File: config.mk
export PLATFORM = sky130hd
export DESIGN_NAME = keypad_code_lock_with_card_reset_top_flat
export DESIGN_NICKNAME = d
export VERILOG_FILES = /design/src/hdl/kcl_pkg.sv /design/src/hdl/kcl_if.sv /design/src/hdl/kcl_cfg_regs.sv /design/src/hdl/kcl_core.sv /design/src/hdl/keypad_code_lock_with_card_reset_top.sv /design/src/flat_wrapper.sv
export SDC_FILE = /design/constraint.sdc
export NUM_CORES = 1
export LEC_CHECK = 0
export ABC_CLOCK_PERIOD_IN_PS = 2800
export BUFFER_PORTS_ARGS = -buffer_cell sky130_fd_sc_hd__buf_2
export CORE_UTILIZATION = 53
export CTS_BUF_LIST = sky130_fd_sc_hd__clkbuf_2
export DETAILED_ROUTE_END_ITERATION = 16
export PLACE_DENSITY = 0.88
export SLEW_MARGIN = 10
export SYNTH_ARGS = -nofsm -noshare
export SYNTH_HDL_FRONTEND = slang
export SYNTH_SLANG_ARGS = --single-unit
File: constraint.sdc
create_clock -name clk_i -period 2.8 [get_ports clk_i]
set_input_delay 0.28 -clock clk_i [delete_from_list [all_inputs] [get_ports clk_i]]
set_output_delay 0.28 -clock clk_i [all_outputs]
set_load 0.05 [all_outputs]
File: src/hdl/kcl_pkg.sv
// Package for the keypad code lock with card reset.
// Holds the item and result types, register indexes, key codes and the
// scan pattern decoder. No dependencies.
`default_nettype none

package kcl_pkg;

  localparam int unsigned CARD_ID_W   = 48;
  localparam int unsigned CARD_ID_ALL = 2 * CARD_ID_W;
  localparam int unsigned APB_ADDR_W  = 4;
  localparam int unsigned APB_DATA_W  = 64;
  localparam int unsigned KEY_COUNT   = 12;

  localparam logic [CARD_ID_W-1:0] CARD_ID_HIGH_RST = 48'd55195450291252;
  localparam logic [CARD_ID_W-1:0] CARD_ID_LOW_RST  = 48'd61805455357236;

  localparam logic [3:0] NO_KEY     = 4'd15;
  localparam logic [3:0] MAX_DIGIT  = 4'd9;
  localparam logic [3:0] KEY_CLEAR  = 4'd10;
  localparam logic [3:0] KEY_CARD   = 4'd11;
  localparam logic [3:0] CODE_RST   = 4'd1;

  // Scan pattern of each key, bit 0 cleared.
  localparam logic [7:0] KEY_PATTERN [KEY_COUNT] = '{
    8'hEA, 8'h76, 8'h7A, 8'h7C, 8'hB6, 8'hBA,
    8'hBC, 8'hD6, 8'hDA, 8'hDC, 8'hE6, 8'hEC
  };

  typedef enum logic [1:0] {
    MODE_NORMAL  = 2'd0,
    MODE_CARD    = 2'd1,
    MODE_NEWCODE = 2'd2
  } kcl_mode_e;

  // Register index, taken from paddr bit 3 (8-byte register spacing).
  typedef enum logic [0:0] {
    REG_CARD_ID_HIGH = 1'b0,
    REG_CARD_ID_LOW  = 1'b1
  } kcl_reg_e;

  typedef struct packed {
    logic       func;
    logic [7:0] key_pattern;
    logic [7:0] reader_byte;
  } kcl_item_t;

  typedef struct packed {
    logic [3:0] key_value;
    logic       unlock;
    logic [1:0] lock_mode;
    logic       card_accepted;
    logic       card_rejected;
    logic       code_changed;
  } kcl_result_t;

  function automatic logic [3:0] decode_key(input logic [7:0] pattern);
    logic [7:0] p;
    logic [3:0] key;
    p   = {pattern[7:1], 1'b0};
    key = NO_KEY;
    for (int k = KEY_COUNT - 1; k >= 0; k--) begin
      if (KEY_PATTERN[k] == p) begin
        key = 4'(k);
      end
    end
    return key;
  endfunction

  // Byte pos of the card ID, byte 0 in the top bits. pos stays below 12.
  function automatic logic [7:0] expected_byte(input logic [CARD_ID_ALL-1:0] id,
                                               input logic [3:0] pos);
    logic [11:0][7:0] bytes;
    bytes = id;
    return bytes[4'd11 - pos];
  endfunction

endpackage

`default_nettype wire

File: src/hdl/kcl_if.sv
// Valid/ready channel interfaces for input items and result items.
// No dependencies; its field widths are kept in step with kcl_pkg.
`default_nettype none

interface kcl_in_if;
  logic       valid;
  logic       ready;
  logic       func;
  logic [7:0] key_pattern;
  logic [7:0] reader_byte;

  modport source (output valid, output func, output key_pattern, output reader_byte,
                  input ready);
  modport sink   (input valid, input func, input key_pattern, input reader_byte,
                  output ready);
endinterface

interface kcl_out_if;
  logic       valid;
  logic       ready;
  logic [3:0] key_value;
  logic       unlock;
  logic [1:0] lock_mode;
  logic       card_accepted;
  logic       card_rejected;
  logic       code_changed;

  modport source (output valid, output key_value, output unlock, output lock_mode,
                  output card_accepted, output card_rejected, output code_changed,
                  input ready);
  modport sink   (input valid, input key_value, input unlock, input lock_mode,
                  input card_accepted, input card_rejected, input code_changed,
                  output ready);
endinterface

`default_nettype wire

File: src/hdl/kcl_cfg_regs.sv
// APB register file holding the expected card ID (two 48-bit registers).
// Depends on kcl_pkg.
`default_nettype none

module kcl_cfg_regs
  import kcl_pkg::*;
(
  input  wire logic                   clk_i,
  input  wire logic                   rst_ni,
  input  wire logic                   psel,
  input  wire logic                   penable,
  input  wire logic                   pwrite,
  input  wire logic [APB_ADDR_W-1:0]  paddr,
  input  wire logic [APB_DATA_W-1:0]  pwdata,
  output logic      [APB_DATA_W-1:0]  prdata,
  output logic                        pready,
  output logic      [CARD_ID_ALL-1:0] card_id_o
);

  logic [CARD_ID_W-1:0] id_high_q, id_high_d;
  logic [CARD_ID_W-1:0] id_low_q, id_low_d;
  logic                 wr_en;
  kcl_reg_e             reg_sel;

  assign pready  = 1'b1;
  assign wr_en   = psel && penable && pwrite && pready;
  assign reg_sel = kcl_reg_e'(paddr[3]);

  always_comb begin
    id_high_d = id_high_q;
    id_low_d  = id_low_q;
    if (wr_en) begin
      unique case (reg_sel)
        REG_CARD_ID_HIGH: id_high_d = pwdata[CARD_ID_W-1:0];
        REG_CARD_ID_LOW:  id_low_d  = pwdata[CARD_ID_W-1:0];
      endcase
    end
  end

  always_comb begin
    unique case (reg_sel)
      REG_CARD_ID_HIGH: prdata = APB_DATA_W'(id_high_q);
      REG_CARD_ID_LOW:  prdata = APB_DATA_W'(id_low_q);
    endcase
  end

  always_ff @(posedge clk_i or negedge rst_ni) begin
    if (!rst_ni) begin
      id_high_q <= CARD_ID_HIGH_RST;
      id_low_q  <= CARD_ID_LOW_RST;
    end else begin
      id_high_q <= id_high_d;
      id_low_q  <= id_low_d;
    end
  end

  assign card_id_o = {id_high_q, id_low_q};

endmodule

`default_nettype wire

File: src/hdl/kcl_core.sv
// Lock state and per-item logic: key decode, digit ring, card compare and
// new-code entry. Produces one result per step. Depends on kcl_pkg.
`default_nettype none

module kcl_core
  import kcl_pkg::*;
#(
  parameter int unsigned CODE_DIGITS   = 4,
  parameter int unsigned CARD_ID_BYTES = 12
) (
  input  wire logic                   clk_i,
  input  wire logic                   rst_ni,
  input  wire logic                   step_i,
  input  wire kcl_item_t              item_i,
  input  wire logic [CARD_ID_ALL-1:0] card_id_i,
  output kcl_result_t                 result_o
);

  localparam int unsigned PW = (CODE_DIGITS > 1) ? $clog2(CODE_DIGITS) : 1;
  localparam int unsigned CW = (CARD_ID_BYTES > 1) ? $clog2(CARD_ID_BYTES) : 1;
  localparam logic [PW-1:0] POS_LAST  = PW'(CODE_DIGITS - 1);
  localparam logic [CW-1:0] BYTE_LAST = CW'(CARD_ID_BYTES - 1);

  typedef logic [CODE_DIGITS-1:0][3:0] digits_t;

  digits_t       entered_q, entered_d;
  digits_t       stored_q, stored_d;
  digits_t       new_q, new_d;
  logic [PW-1:0] wpos_q, wpos_d;
  logic [PW-1:0] ncnt_q, ncnt_d;
  logic [CW-1:0] bcnt_q, bcnt_d;
  logic          match_q, match_d;
  kcl_mode_e     mode_q, mode_d;

  logic [3:0]    key;
  logic          byte_ok;
  logic          accepted, rejected, changed;

  assign byte_ok = item_i.reader_byte == expected_byte(card_id_i, 4'(bcnt_q));

  always_comb begin
    entered_d = entered_q;
    stored_d  = stored_q;
    new_d     = new_q;
    wpos_d    = wpos_q;
    ncnt_d    = ncnt_q;
    bcnt_d    = bcnt_q;
    match_d   = match_q;
    mode_d    = mode_q;
    key       = NO_KEY;
    accepted  = 1'b0;
    rejected  = 1'b0;
    changed   = 1'b0;

    if (!item_i.func) begin
      key = decode_key(item_i.key_pattern);
      unique case (mode_q)
        MODE_NEWCODE: begin
          if (key <= MAX_DIGIT) begin
            new_d[ncnt_q] = key;
            if (ncnt_q == POS_LAST) begin
              stored_d = new_d;
              ncnt_d   = '0;
              mode_d   = MODE_NORMAL;
              changed  = 1'b1;
            end else begin
              ncnt_d = ncnt_q + 1'b1;
            end
          end
        end
        MODE_CARD: begin
          // pattern is reported only
        end
        default: begin
          priority if (key <= MAX_DIGIT) begin
            entered_d[wpos_q] = key;
            wpos_d = (wpos_q == POS_LAST) ? '0 : wpos_q + 1'b1;
          end else if (key == KEY_CLEAR) begin
            entered_d = '0;
            wpos_d    = '0;
          end else if (key == KEY_CARD) begin
            mode_d  = MODE_CARD;
            bcnt_d  = '0;
            match_d = 1'b1;
          end else begin
            // drop patterns that decode to no key
          end
        end
      endcase
    end else if (mode_q == MODE_CARD) begin
      if (bcnt_q == BYTE_LAST) begin
        if (match_q && byte_ok) begin
          accepted = 1'b1;
          mode_d   = MODE_NEWCODE;
          ncnt_d   = '0;
        end else begin
          rejected = 1'b1;
          mode_d   = MODE_NORMAL;
        end
        bcnt_d  = '0;
        match_d = 1'b1;
      end else begin
        bcnt_d  = bcnt_q + 1'b1;
        match_d = match_q && byte_ok;
      end
    end
  end

  always_comb begin
    result_o.key_value     = key;
    result_o.unlock        = entered_d == stored_d;
    result_o.lock_mode     = mode_d;
    result_o.card_accepted = accepted;
    result_o.card_rejected = rejected;
    result_o.code_changed  = changed;
  end

  always_ff @(posedge clk_i or negedge rst_ni) begin
    if (!rst_ni) begin
      entered_q <= '0;
      stored_q  <= {CODE_DIGITS{CODE_RST}};
      wpos_q    <= '0;
      ncnt_q    <= '0;
      bcnt_q    <= '0;
      match_q   <= 1'b1;
      mode_q    <= MODE_NORMAL;
    end else if (step_i) begin
      entered_q <= entered_d;
      stored_q  <= stored_d;
      wpos_q    <= wpos_d;
      ncnt_q    <= ncnt_d;
      bcnt_q    <= bcnt_d;
      match_q   <= match_d;
      mode_q    <= mode_d;
    end
  end

  // New-code digits are written before they are read; no reset.
  always_ff @(posedge clk_i) begin
    if (step_i) begin
      new_q <= new_d;
    end
  end

endmodule

`default_nettype wire

File: src/hdl/keypad_code_lock_with_card_reset_top.sv
// Keypad code lock with card reset: input register, lock core, result register.
// Each input item is a keypad scan pattern or a card reader byte; each gives
// exactly one result item with the decoded key, unlock flag and lock mode.
// Channels: in_i (valid/ready sink) and out_o (valid/ready source); the card ID
// is set over the APB port (card_id_high at 0x0, card_id_low at 0x8).
// Path: an accepted item is held in the input register, passes the core logic
// once the result register is free, and its result is held there until taken.
// Throughput: one item per cycle while out_o.ready is high; the state update is
// a single pass of decode and compare logic between the two registers.
// Stall: while out_o.ready is low the result is held; one more item waits in
// the input register, then in_i.ready drops until the result is taken.
// Reset (rst_ni low, asynchronous): both registers empty, ring cleared, every
// stored code digit 1, normal mode, card ID registers at their defaults.
// Depends on kcl_pkg, kcl_if, kcl_cfg_regs and kcl_core.
`default_nettype none

module keypad_code_lock_with_card_reset_top
  import kcl_pkg::*;
#(
  parameter int unsigned CODE_DIGITS   = 4,
  parameter int unsigned CARD_ID_BYTES = 12
) (
  input  wire logic                  clk_i,
  input  wire logic                  rst_ni,
  kcl_in_if.sink                     in_i,
  kcl_out_if.source                  out_o,
  input  wire logic                  psel,
  input  wire logic                  penable,
  input  wire logic                  pwrite,
  input  wire logic [APB_ADDR_W-1:0] paddr,
  input  wire logic [APB_DATA_W-1:0] pwdata,
  output logic      [APB_DATA_W-1:0] prdata,
  output logic                       pready
);

  logic [CARD_ID_ALL-1:0] card_id;
  kcl_item_t              item_q, item_d;
  kcl_result_t            res_q, res_d;
  logic                   item_vld_q, item_vld_d;
  logic                   res_vld_q, res_vld_d;
  logic                   res_free, step, in_fire;

  kcl_cfg_regs u_cfg (
    .clk_i    (clk_i),
    .rst_ni   (rst_ni),
    .psel     (psel),
    .penable  (penable),
    .pwrite   (pwrite),
    .paddr    (paddr),
    .pwdata   (pwdata),
    .prdata   (prdata),
    .pready   (pready),
    .card_id_o(card_id)
  );

  assign res_free   = !res_vld_q || out_o.ready;
  assign step       = item_vld_q && res_free;
  assign in_i.ready = !item_vld_q || res_free;
  assign in_fire    = in_i.valid && in_i.ready;

  kcl_core #(
    .CODE_DIGITS  (CODE_DIGITS),
    .CARD_ID_BYTES(CARD_ID_BYTES)
  ) u_core (
    .clk_i    (clk_i),
    .rst_ni   (rst_ni),
    .step_i   (step),
    .item_i   (item_q),
    .card_id_i(card_id),
    .result_o (res_d)
  );

  always_comb begin
    item_d.func        = in_i.func;
    item_d.key_pattern = in_i.key_pattern;
    item_d.reader_byte = in_i.reader_byte;
    item_vld_d         = in_fire ? 1'b1 : (step ? 1'b0 : item_vld_q);
    res_vld_d          = step ? 1'b1 : (out_o.ready ? 1'b0 : res_vld_q);
  end

  always_ff @(posedge clk_i or negedge rst_ni) begin
    if (!rst_ni) begin
      item_vld_q <= 1'b0;
      res_vld_q  <= 1'b0;
    end else begin
      item_vld_q <= item_vld_d;
      res_vld_q  <= res_vld_d;
    end
  end

  always_ff @(posedge clk_i) begin
    if (in_fire) begin
      item_q <= item_d;
    end
    if (step) begin
      res_q <= res_d;
    end
  end

  assign out_o.valid         = res_vld_q;
  assign out_o.key_value     = res_q.key_value;
  assign out_o.unlock        = res_q.unlock;
  assign out_o.lock_mode     = res_q.lock_mode;
  assign out_o.card_accepted = res_q.card_accepted;
  assign out_o.card_rejected = res_q.card_rejected;
  assign out_o.code_changed  = res_q.code_changed;

endmodule

`default_nettype wire

File: src/flat_wrapper.sv
// flat-port wrapper written by rule: the top's interface ports become plain ports
module keypad_code_lock_with_card_reset_top_flat import kcl_pkg::*;
#(
  parameter int unsigned CODE_DIGITS   = 4,
  parameter int unsigned CARD_ID_BYTES = 12
)
  (clk_i, rst_ni, psel, penable, pwrite, paddr, pwdata, prdata, pready, in_i_valid, in_i_func, in_i_key_pattern, in_i_reader_byte, in_i_ready, out_o_valid, out_o_key_value, out_o_unlock, out_o_lock_mode, out_o_card_accepted, out_o_card_rejected, out_o_code_changed, out_o_ready);
  kcl_in_if in_i_i ();
  kcl_out_if out_o_i ();
  input  wire logic clk_i;
  input  wire logic rst_ni;
  input  wire logic psel;
  input  wire logic penable;
  input  wire logic pwrite;
  input  wire logic [APB_ADDR_W-1:0] paddr;
  input  wire logic [APB_DATA_W-1:0] pwdata;
  output logic      [APB_DATA_W-1:0] prdata;
  output logic pready;
  input wire logic [$bits(in_i_i.valid)-1:0] in_i_valid;
  input wire logic [$bits(in_i_i.func)-1:0] in_i_func;
  input wire logic [$bits(in_i_i.key_pattern)-1:0] in_i_key_pattern;
  input wire logic [$bits(in_i_i.reader_byte)-1:0] in_i_reader_byte;
  output wire logic [$bits(in_i_i.ready)-1:0] in_i_ready;
  output wire logic [$bits(out_o_i.valid)-1:0] out_o_valid;
  output wire logic [$bits(out_o_i.key_value)-1:0] out_o_key_value;
  output wire logic [$bits(out_o_i.unlock)-1:0] out_o_unlock;
  output wire logic [$bits(out_o_i.lock_mode)-1:0] out_o_lock_mode;
  output wire logic [$bits(out_o_i.card_accepted)-1:0] out_o_card_accepted;
  output wire logic [$bits(out_o_i.card_rejected)-1:0] out_o_card_rejected;
  output wire logic [$bits(out_o_i.code_changed)-1:0] out_o_code_changed;
  input wire logic [$bits(out_o_i.ready)-1:0] out_o_ready;
  assign in_i_i.valid = in_i_valid;
  assign in_i_i.func = in_i_func;
  assign in_i_i.key_pattern = in_i_key_pattern;
  assign in_i_i.reader_byte = in_i_reader_byte;
  assign in_i_ready = in_i_i.ready;
  assign out_o_valid = out_o_i.valid;
  assign out_o_key_value = out_o_i.key_value;
  assign out_o_unlock = out_o_i.unlock;
  assign out_o_lock_mode = out_o_i.lock_mode;
  assign out_o_card_accepted = out_o_i.card_accepted;
  assign out_o_card_rejected = out_o_i.card_rejected;
  assign out_o_code_changed = out_o_i.code_changed;
  assign out_o_i.ready = out_o_ready;
  keypad_code_lock_with_card_reset_top #(.CODE_DIGITS(CODE_DIGITS), .CARD_ID_BYTES(CARD_ID_BYTES)) u_core (.clk_i(clk_i), .rst_ni(rst_ni), .in_i(in_i_i), .out_o(out_o_i), .psel(psel), .penable(penable), .pwrite(pwrite), .paddr(paddr), .pwdata(pwdata), .prdata(prdata), .pready(pready));
endmodule
==> reports/metrics.csv <==
metric,value,unit
"commonest non-fill, non-tap cell in the layout",mux2_2,
Worst-Skew Late Latency,0.80,ns
"non-filler cells, final",1345,
FILL cells,1136,
MaxCap Viol Count,0,
CTS tree,built,
CP Class,flop to flop,
Syn Inst Count,797,
post-synthesis sequential area ratio,47.3,%
die footprint,19400,um^2
TritonCTS sink count,179,
CORE AREA,18200,um^2
DR WL/cell,22.8,um
failing checks,setup timing,
root buf cell,clkbuf_2,
synth warn,0,
pins over their slew limit,0,
Initial Util,54.9,%
ANT nets after route,0,
Final Hold Vio Count,0,
Multi-input gate area,5020,um^2
"commonest non-fill, non-tap cells in the layout","mux2_2 (161), buf_2 (130), buf_4 (110)",
Synth Flop Type,dfrtp_1,
Worst Slack Setup Final,-0.179,ns
number of synthesized register bits,179,
Reg area,4730,um^2
initial antenna violation count,2,
total power,9.71,mW
Tcrit/Tclk final,106,%
largest net degree at the start of global routing,68,
Placed Cells,1221,
Hold Path Stages,2,
Die H,139,um
power per standard cell area,751,nW/um^2
ys async rst share,78.8,%
Worst Path Required,3.48,ns
TritonRoute pass-1 iters,6,
Vias/cell,6.15,
Worst Hold Endpoint,u_core.item_q[0]$_DFFE_PP_,
critical-path maximum fanout,8,
Worst Hold Slack,0.198,ns
RSZ-0062 raised after global routing,true,
"critical path, cell by cell","buf_6, buf_4, a21bo_1, a211oi_4, buf_4, o211ai_4, a21o_1, clkinv_4, buf_12, mux2_2, nand4_1, nand4_1, nor4_1, and4_1",
crit end category,flop,
initial DRC count,662,
Residual DRC,0,
Yosys top cell area share,23.8,%
Post-synth EDFFs,38,
reg2reg path depth,14,
most area-consuming cells after synthesis,"dfrtp_1 (24%), mux2_2 (18%), dfstp_2 (12%)",
Top Ports,169,
CP peak stage delay,0.45,ns
quantity of I/O buffers inserted on ports,131,
R2R Path End,u_core.out_o.unlock$_DFFE_PP_,
Hold Crit Class,input pin to flop,
overall routed net length,30.7,mm
Die Width,139,um
crit path DAT,3.66,ns
clk slew on worst S/H paths,0.30,ns
total CTS buffers,17,
vias,8274,
worst r2r src,u_core.item_q[11]$_DFFE_PP_,
post-synthesis cell type count,87,
number of global-route vias before repair,8613,
Final min period,2.98,ns
slack of the worst reg-to-reg path,-0.18,ns
Setup crit start,u_core.item_q[11]$_DFFE_PP_,
worst vdd ir,653,uV
outcome,"complete, but fails checks",
final setup vio count,6,
hold path startpoint,in_i_reader_byte[0],
clock buffer depth,2,
Layout area overhead,29.2,%
RD Place Congestion,0.971,
layout net count,1205,
gr ovfl total,0,
Mapped Area,10000,um^2
Total Routing Usage GR,31.5,%
CTS H-tree lvls,4,
nature of the critical path startpoint,flop,
fmax,0.336,GHz
Synth area leader,dfrtp_1,
Worst slew margin,43.6,%
first-pass GRT wire length,47.0,mm
P_leak,5.60,nW
syn_area_per_cell,12.5,um^2
layout cells sized above 1,52.3,%
"Max stage delay cell, worst path",edfxtp_1,
Rows,49,
Clock Skews,0.0612,ns
Tightest Pin Transition,0.847,ns
DP Wirelength,19.1,mm
critical path, delay by kind of cell, from the launching register on:
kind            cells  cell delay, ns
compound gates      4            0.75
flops               1            0.45
simple gates        4            0.69
mux                 1            0.35
buf+inv             5            0.69
power by group:
part | internal, mW | total [mW] | leakage [nW] | switching (mW)
Combinational | 2.06 | 4.63 | 3.46 | 2.57
Clock | 0.276 | 1.33 | 0.137 | 1.05
Sequential | 3.28 | 3.75 | 2.01 | 0.466
Total | 5.62 | 9.71 | 5.60 | 4.08
stage by stage:
step	utilization, %	setup TNS (ns)	setup slack (ns)	cell area (um^2)
global route	71.0	-1.10	-0.314	12900
CTS	70.1	-0.239	-0.165	12800
finish	71.0	-0.554	-0.179	12900
detailed placement	63.5	-2.95	-0.332	11600
floorplan	-	0	0.00623	10100
global placement	63.5	-1.10	-0.258	11600
cell families after synthesis:
logic type      Yosys count  synth area share [%]
mux                     206                  25.6
flops                   179                  47.3
compound gates          140                  11.0
simple gates            139                  7.30
buf+inv                  98                  5.14
xor+xnor                 21                  2.03
fa+ha+maj                12                  1.50
other cells               2                0.0751
how the worst max path moves through the flow:
| stage | to | slack [ns] | depth (start not counted) |
|---|---|---|---|
| after floorplan | u_core.out_o.unlock$_DFFE_PP_ | 0.006 | 13 |
| after global placement | u_core.out_o.unlock$_DFFE_PP_ | -0.26 | 14 |
| after detailed placement | u_core.out_o.unlock$_DFFE_PP_ | -0.33 | 14 |
| after CTS | u_core.out_o.unlock$_DFFE_PP_ | -0.17 | 13 |
| after global routing | u_core.out_o.unlock$_DFFE_PP_ | -0.31 | 14 |
| final | u_core.out_o.unlock$_DFFE_PP_ | -0.18 | 14 |
metal layers:
layer / GRT usage (%) / wire [um] / vias to the layer above
li1: - / - / 3554
met1: 38.2 / 11900 / 4075
met2: 53.4 / 15000 / 536
met3: 6.95 / 2320 / 109
met4: 15.4 / 1490 / 0
met5: 0 / 0 / -
synth_stat cells (8+ instances only):
| library cell | count |
|---|---|
| mux4_2 | 24 |
| mux2i_1 | 21 |
| nand2b_1 | 10 |
| mux2_2 | 161 |
| xor2_1 | 14 |
| edfxtp_1 | 38 |
| nand3_1 | 16 |
| a22o_1 | 17 |
| ha_1 | 12 |
| buf_1 | 13 |
| a21oi_1 | 18 |
| dfstp_2 | 46 |
| o21ai_0 | 16 |
| nor2_1 | 28 |
| buf_4 | 21 |
| o31ai_1 | 8 |
| clkbuf_1 | 13 |
| o22ai_1 | 15 |
| inv_1 | 36 |
| dfrtp_1 | 95 |
| nand2_1 | 38 |
cell type report:
| class | instances | area share (%) |
|---|---|---|
| antenna | 2 | 0.0387 |
| clock buffer | 17 | 0.659 |
| clock inverter | 15 | 1.09 |
| inverter | 37 | 1.11 |
| multi-input combinational | 535 | 38.9 |
| sequential | 179 | 36.6 |
| tap | 229 | 2.22 |
| timing repair buffer | 331 | 19.4 |
repair_timing:
action,CTS,global route
resized for setup,33,25
gates cloned,1,0
pin swaps,12,12
hold buffers,70,0
endpoints found under the setup margin,23,27
hold endpoints to repair,228,0
setup buffers,11,8
flip-flops by register name, summed over array words and instances, names as in the netlist, 2 cells and up:
name                     cells
u_core.u_cfg.id_high_q      48
u_core.u_cfg.id_low_q       48
u_core.item_q               16
u_core.u_core.entered_q     16
u_core.u_core.stored_q      16
u_core.u_core.new_q         12
u_core.out_o.key_value       4
u_core.u_core.bcnt_q         4
u_core.out_o.lock_mode       2
u_core.u_core.mode_q         2
u_core.u_core.ncnt_q         2
u_core.u_core.wpos_q         2
No activity file was read; power rests on OpenSTA's default activity.
